**config.mk**
```make
export PLATFORM = sky130hd
export DESIGN_NAME = utf8_to_code_units_transcoder_top
export DESIGN_NICKNAME = d
export VERILOG_FILES = /design/src/hdl/u8cu_pkg.sv /design/src/hdl/utf8_to_code_units_transcoder_top.sv
export SDC_FILE = /design/constraint.sdc
export NUM_CORES = 1
export LEC_CHECK = 0
export BUFFER_PORTS_ARGS = -buffer_cell sky130_fd_sc_hd__buf_2
export CAP_MARGIN = 20
export CORE_UTILIZATION = 40
export CTS_CLUSTER_DIAMETER = 80
export DETAILED_ROUTE_END_ITERATION = 10
export SETUP_SLACK_MARGIN = 0.2
export SYNTH_ARGS = -nofsm -noshare
export SYNTH_HDL_FRONTEND = slang
export SYNTH_SLANG_ARGS = --single-unit
```
**constraint.sdc**
```tcl
create_clock -name clock -period 5.9 [get_ports clock]
set_input_delay 1.18 -clock clock [delete_from_list [all_inputs] [get_ports clock]]
set_output_delay 1.18 -clock clock [all_outputs]
set_load 0.03 [all_outputs]
```
**src/hdl/u8cu_pkg.sv**
```systemverilog
`default_nettype none
// ----------------------------------------------------------------------------
// u8cu_pkg
// Types, constants and list helpers for the utf-8 to code unit transcoder.
// ----------------------------------------------------------------------------
package u8cu_pkg;

   localparam int MaxUnits = 4;
   localparam int UnitW    = 21;

   // unit_width_mode codes (any other code decodes as utf-32)
   localparam logic [1:0] ModeBytes = 2'd0;
   localparam logic [1:0] ModeUtf16 = 2'd1;

   localparam logic [7:0] ContMask  = 8'hC0;
   localparam logic [7:0] ContCode  = 8'h80;
   localparam logic [7:0] Lead2Mask = 8'hE0;
   localparam logic [7:0] Lead2Code = 8'hC0;
   localparam logic [7:0] Lead3Mask = 8'hF0;
   localparam logic [7:0] Lead3Code = 8'hE0;
   localparam logic [7:0] Lead4Mask = 8'hF8;
   localparam logic [7:0] Lead4Code = 8'hF0;
   localparam logic [7:0] Bits2Mask = 8'h1F;
   localparam logic [7:0] Bits3Mask = 8'h0F;
   localparam logic [7:0] Bits4Mask = 8'h07;

   localparam logic [UnitW-1:0] SuppBase = 21'h10000;
   localparam logic [15:0]      HiSurr   = 16'hD800;
   localparam logic [15:0]      LoSurr   = 16'hDC00;

   typedef struct packed {
      logic [MaxUnits-1:0][UnitW-1:0] unit;
      logic [MaxUnits-1:0]            raw;
      logic [2:0]                     cnt;
   } unit_list_type;

   function automatic unit_list_type list_put(unit_list_type l, logic [UnitW-1:0] u,
                                              logic r);
      unit_list_type o;
      o = l;
      if (l.cnt < 3'(MaxUnits)) begin
         o.unit[l.cnt[1:0]] = u;
         o.raw[l.cnt[1:0]]  = r;
         o.cnt              = l.cnt + 3'd1;
      end
      return o;
   endfunction

   function automatic unit_list_type list_put_point(unit_list_type l, logic [UnitW-1:0] v,
                                                    logic utf16);
      unit_list_type    o;
      logic [UnitW-1:0] u;
      u = v - SuppBase;
      if (utf16 && (v >= SuppBase)) begin
         o = list_put(l, {5'd0, HiSurr | {6'd0, u[19:10]}}, 1'b0);
         o = list_put(o, {5'd0, LoSurr | {6'd0, u[9:0]}}, 1'b0);
      end else begin
         o = list_put(l, v, 1'b0);
      end
      return o;
   endfunction

   // lead byte and the continuation bytes held so far, as raw units
   function automatic unit_list_type list_flush(unit_list_type l, logic [7:0] lead,
                                                logic [1:0] seen, logic [7:0] c0,
                                                logic [7:0] c1);
      unit_list_type o;
      o = list_put(l, {13'd0, lead}, 1'b1);
      if (seen >= 2'd1) begin
         o = list_put(o, {13'd0, c0}, 1'b1);
      end
      if (seen >= 2'd2) begin
         o = list_put(o, {13'd0, c1}, 1'b1);
      end
      return o;
   endfunction

endpackage : u8cu_pkg
`default_nettype wire

```
**src/hdl/utf8_to_code_units_transcoder_top.sv**
```systemverilog
`default_nettype none
// ----------------------------------------------------------------------------
// utf8_to_code_units_transcoder_top
// Lenient utf-8 decoder that emits byte, utf-16 or utf-32 code units.
// ----------------------------------------------------------------------------
// Order: an item taken is held in the input registers; its first unit is offered once it is loaded.
// Throughput: one item per cycle while each item yields at most one unit and rsp_tready
//    holds; an item yielding n units (up to 4) holds the output unit registers until all are taken.
// Reset: synchronous, clears mode to byte units, closes any open sequence and
//    empties the input and output registers.
module utf8_to_code_units_transcoder_top (
   input  wire logic        clock,
   input  wire logic        reset,
   input  wire logic        csr_wr_en,
   input  wire logic [1:0]  csr_wr_data,   // unit_width_mode
   input  wire logic        req_tvalid,
   output logic             req_tready,
   input  wire logic [7:0]  req_tdata,     // [7:0] src_byte
   input  wire logic        req_tlast,     // end_of_text
   output logic             rsp_tvalid,
   input  wire logic        rsp_tready,
   output logic [23:0]      rsp_tdata,     // [20:0] code_unit, zero fill above
   output logic             rsp_tuser,     // [0] raw_fallback
   output logic             rsp_tlast      // run_last
);
   import u8cu_pkg::*;

   logic [1:0]  mode_ff;

   logic        in_valid_ff;
   logic [7:0]  in_byte_ff;
   logic        in_last_ff;

   logic [7:0]       lead_ff, lead_in;
   logic [1:0]       needed_ff, needed_in;
   logic [1:0]       seen_ff, seen_in;
   logic [UnitW-1:0] point_ff, point_in;
   logic [7:0]       cont0_ff, cont0_in;
   logic [7:0]       cont1_ff, cont1_in;

   logic [MaxUnits-1:0][UnitW-1:0] units_ff;
   logic [MaxUnits-1:0]            raws_ff;
   logic [2:0]                     rem_ff;

   unit_list_type    lst;
   logic             fresh;
   logic             utf16;
   logic [UnitW-1:0] point_ext;
   logic             take;
   logic             load;

   assign utf16 = (mode_ff == ModeUtf16);
   assign take  = rsp_tvalid && rsp_tready;
   assign load  = in_valid_ff && ((rem_ff == 3'd0) || ((rem_ff == 3'd1) && take));
   assign req_tready = !in_valid_ff || load;

   assign point_ext = {point_ff[UnitW-7:0], in_byte_ff[5:0]};

   always_comb begin
      lst       = '0;
      fresh     = 1'b0;
      lead_in   = lead_ff;
      needed_in = needed_ff;
      seen_in   = seen_ff;
      point_in  = point_ff;
      cont0_in  = cont0_ff;
      cont1_in  = cont1_ff;

      if (mode_ff == ModeBytes) begin
         if (needed_ff != 2'd0) begin
            lst       = list_flush(lst, lead_ff, seen_ff, cont0_ff, cont1_ff);
            lead_in   = '0;
            needed_in = '0;
            seen_in   = '0;
            point_in  = '0;
         end
         lst = list_put(lst, {13'd0, in_byte_ff}, 1'b0);
      end else if (needed_ff != 2'd0) begin
         if ((in_byte_ff & ContMask) == ContCode) begin
            if (({1'b0, seen_ff} + 3'd1) >= {1'b0, needed_ff}) begin
               lead_in   = '0;
               needed_in = '0;
               seen_in   = '0;
               point_in  = '0;
               lst       = list_put_point(lst, point_ext, utf16);
            end else begin
               if (seen_ff[0]) begin
                  cont1_in = in_byte_ff;
               end else begin
                  cont0_in = in_byte_ff;
               end
               seen_in  = seen_ff + 2'd1;
               point_in = point_ext;
            end
         end else begin
            lst       = list_flush(lst, lead_ff, seen_ff, cont0_ff, cont1_ff);
            lead_in   = '0;
            needed_in = '0;
            seen_in   = '0;
            point_in  = '0;
            fresh     = 1'b1;
         end
      end else begin
         fresh = 1'b1;
      end

      if (fresh) begin
         if (!in_byte_ff[7]) begin
            lst = list_put_point(lst, {13'd0, in_byte_ff}, utf16);
         end else if ((in_byte_ff & Lead2Mask) == Lead2Code) begin
            lead_in   = in_byte_ff;
            needed_in = 2'd1;
            seen_in   = '0;
            point_in  = {13'd0, in_byte_ff & Bits2Mask};
         end else if ((in_byte_ff & Lead3Mask) == Lead3Code) begin
            lead_in   = in_byte_ff;
            needed_in = 2'd2;
            seen_in   = '0;
            point_in  = {13'd0, in_byte_ff & Bits3Mask};
         end else if ((in_byte_ff & Lead4Mask) == Lead4Code) begin
            lead_in   = in_byte_ff;
            needed_in = 2'd3;
            seen_in   = '0;
            point_in  = {13'd0, in_byte_ff & Bits4Mask};
         end else begin
            lst = list_put(lst, {13'd0, in_byte_ff}, 1'b1);
         end
      end

      // sequence cut off by the end of the literal
      if (in_last_ff && (needed_in != 2'd0)) begin
         lst       = list_flush(lst, lead_in, seen_in, cont0_in, cont1_in);
         lead_in   = '0;
         needed_in = '0;
         seen_in   = '0;
         point_in  = '0;
      end
   end

   always_ff @(posedge clock) begin
      if (reset) begin
         mode_ff     <= ModeBytes;
         in_valid_ff <= 1'b0;
         lead_ff     <= '0;
         needed_ff   <= '0;
         seen_ff     <= '0;
         point_ff    <= '0;
         rem_ff      <= '0;
      end else begin
         if (csr_wr_en) begin
            mode_ff <= csr_wr_data;
         end
         if (req_tready) begin
            in_valid_ff <= req_tvalid;
         end
         if (load) begin
            lead_ff   <= lead_in;
            needed_ff <= needed_in;
            seen_ff   <= seen_in;
            point_ff  <= point_in;
            rem_ff    <= lst.cnt;
         end else if (take) begin
            rem_ff <= rem_ff - 3'd1;
         end
      end
   end

   // payload registers, no reset
   always_ff @(posedge clock) begin
      if (req_tvalid && req_tready) begin
         in_byte_ff <= req_tdata;
         in_last_ff <= req_tlast;
      end
      if (load) begin
         cont0_ff <= cont0_in;
         cont1_ff <= cont1_in;
         units_ff <= lst.unit;
         raws_ff  <= lst.raw;
      end else if (take) begin
         units_ff[0] <= units_ff[1];
         units_ff[1] <= units_ff[2];
         units_ff[2] <= units_ff[3];
         raws_ff[0]  <= raws_ff[1];
         raws_ff[1]  <= raws_ff[2];
         raws_ff[2]  <= raws_ff[3];
      end
   end

   assign rsp_tvalid = (rem_ff != 3'd0);
   assign rsp_tdata  = {3'd0, units_ff[0]};
   assign rsp_tuser  = raws_ff[0];
   assign rsp_tlast  = (rem_ff == 3'd1);

   a_rem_bound: assert property (@(posedge clock) disable iff (reset)
      rem_ff <= 3'(MaxUnits))
      else $error("unit count above list size");

   a_no_gap: assert property (@(posedge clock) disable iff (reset)
      (rsp_tvalid && rsp_tready && !rsp_tlast) |=> rsp_tvalid)
      else $error("gap inside the units of one item");

   a_seq_count: assert property (@(posedge clock) disable iff (reset)
      (needed_ff != 2'd0) |-> (seen_ff < needed_ff))
      else $error("open sequence holds too many continuation bytes");

   a_closed_clean: assert property (@(posedge clock) disable iff (reset)
      (needed_ff == 2'd0) |-> ((seen_ff == 2'd0) && (lead_ff == 8'd0)))
      else $error("closed sequence left state behind");

endmodule : utf8_to_code_units_transcoder_top
`default_nettype wire
```
==> flow_metrics.tcl, run 1 <==
set metrics [dict create \
    cts_root_buffer "clkbuf_16" \
    clock-sinks 110 \
    num-nets-final 945 \
    status "finished, final reports clean" \
    fin_cells 1163 \
    clock_skew_ps 13.83 \
    ios 44 \
    slew_viol_final 0 \
    syn_area_sq_um 7855 \
    crit_type "reg -> reg" \
    p_seq_share_pct 42.0 \
    floorplan.initialDensity_pct 41.44 \
    fillers 1874 \
    dp_hpwl_um 19830 \
    power_switching_mw 1.092 \
    die_w_um 142.1 \
    vias 7456 \
    tightest_slew_ps 1133 \
    p_leak_nw 3.186 \
    drv_cap 0 \
    die-area_sq_um 20200 \
    cts_buffers 9 \
    finalWirelength_um 27430 \
    clock_power_share_pct 23.3 \
    h-tree-depth 3 \
    swShare_pct 39.69 \
    synthCells 890 \
    p_comb_share_pct 34.7 \
    yosysSeqAreaShare_pct 37.85 \
    finalHoldViolations 0 \
    die_y_um 142.1 \
    antennaDiodeCount 0 \
    vias_per_cell 6.411 \
    max_freq_mhz 186.2 \
    intPower_mw 1.660 \
    areaGrowthSynthToFinish_pct 8.968 \
    cts_tree "built" \
    synthDistinctLibCells 89 \
    drive_gt1_share_pct 15.95 \
    dr.pass1.iters 7 \
    cts.clk_slew.worst_paths_ps 80 \
    grt_pass1_wl_um 41740 \
    first_iter_violations 1016 \
    slew_headroom_pct 24.01 \
    rows 50 \
    holdBufCountCts 0 \
    antenna_found_initial 0 \
    ant_nets 0 \
    end_kind "flop" \
    start_kind "flop" \
    synth_edf_count 77 \
    drc 0 \
    fin_setup_tns_ps 0 \
    power_density_nw_per_um2 321.5 \
    clockBufferDepth 2 \
    coreArea_sq_um 18960 \
    place_inst 1145 \
    async_reset_ff_share_pct 0 \
    critical_path.max_fanout 16 \
    ys_ff_latch 110 \
    post-route-period-util_pct 91.03 \
    cp.required_ps 6100 \
    gp_congestion 0.9738 \
    synthFlopType "edfxtp_1" \
    ir_worst_vdd_v 0.0003390 \
    port-buffer-count 40 \
    synth.yosys.warnings 0 \
    layout_min_cycle_time_ps 5371 \
    avgSynthCellArea_sq_um 8.826 \
    grt_max_degree 48 \
    hold_class "reg -> reg" \
    arrival_ps 5570 \
    grt_usage_pct 27.67 \
    grt_pass1_vias 6751 \
    wl_per_cell_um 23.59 \
    setup_violations 0 \
    rsz0062_at_grt "false" \
    grt_overflow 0 \
    clock_latency_ps 380 \
]
## path summary, 6_finish.rpt
check                       to  cells after the start  slack, ps         from
setup / recovery  units_ff[65]                     21        530  point_ff[6]
hold / removal      lead_ff[2]                      2        490   lead_ff[2]
setup reg to reg  units_ff[65]                     21        530  point_ff[6]
hold reg to reg     lead_ff[2]                      2        490   lead_ff[2]
## synth_stat cells, types with 27 or more instances
| cell | count | area, sq um |
|---|---|---|
| a21oi_1 | 50 | 250.2 |
| a22oi_1 | 27 | 202.7 |
| buf_4 | 28 | 210.2 |
| clkbuf_1 | 38 | 142.6 |
| dfxtp_1 | 33 | 660.6 |
| edfxtp_1 | 77 | 2312 |
| ha_1 | 30 | 375.4 |
| inv_1 | 38 | 142.6 |
| nand2_1 | 94 | 352.8 |
| nand3_1 | 37 | 185.2 |
| nor2_1 | 81 | 304.0 |
| o21ai_0 | 51 | 255.2 |
## power groups by stage
stage          Combinational [mW]  Clock, mW  Sequential [mW]
6_report                    0.956      0.640             1.16
5_1_grt                      1.03      0.674             1.17
4_1_cts                     0.939      0.648             1.16
3_5_place_dp                0.935          0             1.17
3_3_place_gp                0.923          0             1.17
2_1_floorplan               0.728          0             1.15
## through the flow
| step | hold slack, ps | utilization (%) | total power, mW | instance area [sq um] | setup WS, ps |
|---|---|---|---|---|---|
| 2_1_floorplan | 444.5 | - | 1.879 | 7863 | 390.4 |
| 3_3_place_gp | 464.0 | 43.33 | 2.097 | 8213 | 614.3 |
| 3_5_place_dp | 469.9 | 43.39 | 2.108 | 8224 | 437.4 |
| 4_1_cts | 488.6 | 44.96 | 2.742 | 8522 | 406.6 |
| 5_1_grt | 505.9 | 45.16 | 2.874 | 8559 | 179.4 |
| 6_report | 490.3 | 45.16 | 2.752 | 8559 | 529.4 |
## critical path, cell delays in order (launching register included)
cell,delay (ps)
dfxtp_1,350
or4_4,550
nor4_4,310
a21o_2,390
o22ai_1,140
o21a_1,200
ha_1,280
a21boi_0,150
o31a_1,200
inv_1,90
ha_1,300
nand2_1,50
o21ai_0,150
inv_1,120
ha_1,260
nor2_1,120
o211ai_1,110
a21oi_2,290
nand3_1,340
nand3_1,180
nand2_1,300
a22oi_1,300
## layout make-up
type	instances	area, sq um	share of cell area [%]
clock buffer	9	225.2	2.631
clock inverter	7	72.57	0.8478
inverter	38	142.6	1.666
multi-input combinational	662	4338	50.68
sequential	110	2974	34.75
tap	260	325.3	3.801
timing repair buffer	77	481.7	5.628
## what timing repair did
action	CTS	global route
setup endpoints to repair	0	16
buffers inserted	0	1
gates resized for setup	0	6
## cell usage in the layout, fill, tap and decap left out, drive strengths merged, types with 5 or more instances in the layout
cell type / instances
a211oi: 15
a21boi: 6
a21o: 5
a21oi: 53
a221oi: 11
a22o: 7
a22oi: 27
a2bb2oi: 5
a31oi: 16
and2: 10
and3: 17
buf: 77
clkbuf: 9
dfxtp: 33
edfxtp: 77
ha: 30
inv: 42
mux2: 9
mux2i: 18
nand2: 95
nand2b: 7
nand3: 39
nor2: 82
nor2b: 5
nor3: 23
nor4: 6
o211ai: 16
o21a: 6
o21ai: 55
o221ai: 10
o22ai: 16
or3: 6
## layer usage
| metal | up-vias | GRT usage (%) | wire length [um] |
|---|---|---|---|
| li1 | 3340 | - | - |
| met1 | 3628 | 39.18 | 12310 |
| met2 | 425 | 40.82 | 11870 |
| met3 | 63 | 4.677 | 2204 |
| met4 | 0 | 12.90 | 1045 |
| met5 | - | 0 | 0 |
## flip-flops by register name, indices dropped and copies added (netlist names), 2 cells and up
name,cells
seen_ff,2
units_ff,27
cont1_ff,8
rem_ff,3
lead_ff,8
raws_ff,4
cont0_ff,8
mode_ff,2
rsp_tdata,21
point_ff,15
in_byte_ff,8
needed_ff,2
## kinds of logic (layout without fill, tap and decap cells)
family | Yosys count | count (layout) | share of synthesized area [%]
buffers and inverters | 120 | 131 | 7.327
DFF | 110 | 110 | 37.85
other | 1 | 3 | 0.04774
xor gates and xnor gates | 3 | 3 | 0.3346
AOI/OAI and AO/OA | 295 | 295 | 27.40
adders and majority gates | 31 | 31 | 5.033
muxes | 27 | 27 | 3.632
and+or+nand+nor | 303 | 303 | 18.38
No activity file was read; power rests on OpenSTA's default activity.
==> run 2: changes to the inputs <==
--- a/config.mk
+++ b/config.mk
@@ -5,6 +5,7 @@
 export SDC_FILE = /design/constraint.sdc
 export NUM_CORES = 1
 export LEC_CHECK = 0
+export ABC_AREA = 1
 export BUFFER_PORTS_ARGS = -buffer_cell sky130_fd_sc_hd__buf_2
 export CAP_MARGIN = 20
 export CORE_UTILIZATION = 40
==> run 2 against run 1 <==
Effect of this change:
- clock power is 1% lower
- cell count grew 26%
- non-clock buffer count shrank 15
- critical path depth increased by 2
- synthesized cell count rose by 33%
- worst setup slack improved by 200 ps
==> flow_metrics.tcl, run 2 <==
set metrics [dict create \
    hold_slack_ps 490.8 \
    layout_min_cycle_time_ps 5175 \
    die-area_sq_um 21280 \
    synth.yosys.warnings 0 \
    synth_edf_count 77 \
    avgSynthCellArea_sq_um 6.995 \
    cpMostUsedCell "inv_1" \
    synthFlopType "edfxtp_1" \
    die_w_um 145.9 \
    path_buf_inv 6 \
    ant_nets 0 \
    cp.required_ps 6010 \
    finalHoldViolations 0 \
    cts_tree "built" \
    fin_setup_tns_ps 0 \
    first_iter_violations 1264 \
    clock_skew_ps 11.15 \
    crit_chain "inv_1 > ha_1 > nor2_1 > inv_1 > ha_1 > nand2_1 > nand2_1 > ha_1 > inv_1 > o21ai_0 > ha_1 > inv_1 > o21ai_0 > inv_1 > ha_1 > nand2_1 > nand4_2 > nor2_4 > nand2_2 > inv_1 > nand2_1 > nand3_1 > nand2_1" \
    synthCells 1184 \
    drc 0 \
    dp_hpwl_um 22390 \
    synth_commonest_cells "nand2_1, inv_1, nor2_1" \
    gp_congestion 0.9690 \
    cts.clk_slew.worst_paths_ps 80 \
    clock_latency_ps 370 \
    synthDistinctLibCells 48 \
    ios 44 \
    clock-sinks 110 \
    fin_cells 1460 \
    critical_path.max_fanout 13 \
    coreArea_sq_um 20230 \
    vias_per_cell 5.814 \
    hold_class "reg -> reg" \
    ys_ff_latch 110 \
    clockBufferDepth 2 \
    status "finished, final reports clean" \
    vias 8488 \
    tightest_slew_ps 930.3 \
    rsz0062_at_grt "false" \
    syn_area_sq_um 8282 \
    post-route-period-util_pct 87.72 \
    largest_reg_flops 27 \
    power_density_nw_per_um2 345.2 \
    place_inst 1444 \
    h-tree-depth 3 \
    floorplan.initialDensity_pct 40.93 \
    finalWirelength_um 30190 \
    drive_gt1_share_pct 9.832 \
    areaGrowthSynthToFinish_pct 7.539 \
    cp_top_family "simple AND/OR/NAND/NOR gates" \
    yosysSeqAreaShare_pct 35.90 \
    slew_headroom_pct 37.91 \
    arrival_ps 5290 \
    port-buffer-count 40 \
    wl_per_cell_um 20.68 \
    grt_max_degree 71 \
    end_kind "flop" \
    postLayoutCoreUtil_pct 44.01 \
    synth_most_common_cell "nand2_1" \
    p_leak_nw 3.793 \
    mostFrequentLayoutCells "nand2_1, inv_1, nor2_1, nand3_1, o21ai_0" \
    crit_type "reg -> reg" \
    drv_cap 0 \
    grt_usage_pct 28.69 \
    slew_viol_final 0 \
    critPathMaxStageDelay_ps 480 \
    final_common_cell "nand2_1" \
    slowest_stage "dfxtp_1" \
    dr.pass1.iters 6 \
    antennaDiodeCount 0 \
    ir_worst_vdd_v 0.0001724 \
    rows 52 \
    grt_pass1_vias 7735 \
    max_freq_mhz 193.2 \
    yosys.area.top_type_share_pct 27.92 \
    grt_pass1_wl_um 46120 \
    setup_violations 0 \
    yosys-top-cells-area "edfxtp_1, nand2_1, dfxtp_1, inv_1, nand3_1" \
    grt_overflow 0 \
    cts_root_buffer "clkbuf_16" \
    num-nets-final 1232 \
    start_kind "flop" \
    die_y_um 145.9 \
    cts_buffers 9 \
    yosysTopAreaCell "edfxtp_1" \
    async_reset_ff_share_pct 0 \
    antenna_found_initial 0 \
    power_mw 3.074 \
    top_register "units_ff" \
]
-- run 2: timing repair --
item	in CTS	in global routing
setup endpoints to repair	0	33
endpoints found under the hold margin	0	0
buffers inserted	0	0
hold buffers	0	0
resized for setup	0	4
-- run 2: kinds of logic after synthesis --
group	after synthesis	synth area share, %
flops	110	35.90
xor+xnor	2	0.2116
buf+inv	232	12.09
simple gates	519	27.03
compound gates	289	19.96
fa+ha+maj	31	4.774
other cells	1	0.04528
-- run 2: tightest hold or removal path: cells and delay by family (launching register included) --
kind                   cells  cell delay (ps)
DFF                        1              320
buffers and inverters      1               70
AOI/OAI and AO/OA          1               60
-- run 2: path summary, 6_finish.rpt --
path,from,to,slack (ps),depth (start not counted)
setup reg to reg,seen_ff[0],units_ff[68],720,23
setup / recovery,seen_ff[0],units_ff[68],720,23
hold / removal,mode_ff[0],mode_ff[0],490,2
hold reg to reg,mode_ff[0],mode_ff[0],490,2
-- run 2: layer usage --
layer  wire [um]  global-route usage, %  up-vias
li1            -                      -     3963
met1       13020                  39.85     3969
met2       13080                  42.73      477
met3        2768                  4.828       79
met4        1318                  14.74        0
met5           0                      0        -
-- run 2: power by group --
part | internal, mW | total, mW | leakage, nW | switching [mW]
Sequential | 1.12 | 1.21 | 1.00 | 0.0921
Combinational | 0.324 | 1.23 | 2.64 | 0.909
Clock | 0.298 | 0.632 | 0.145 | 0.334
-- run 2: final cells by class --
type | count | area [sq um]
timing repair buffer | 62 | 365.4
clock inverter | 7 | 65.06
clock buffer | 9 | 225.2
fill | 2153 | 11330
inverter | 158 | 593.1
tap | 270 | 337.8
multi-input combinational | 844 | 4347
sequential | 110 | 2973
-- run 2: stage by stage --
step | cell area [sq um] | setup slack [ps]
after floorplan | 8289 | 1073
after global placement | 8603 | 665.7
after detailed placement | 8603 | 502.5
after CTS | 8894 | 470.6
after global routing | 8906 | 250.5
final | 8906 | 724.7
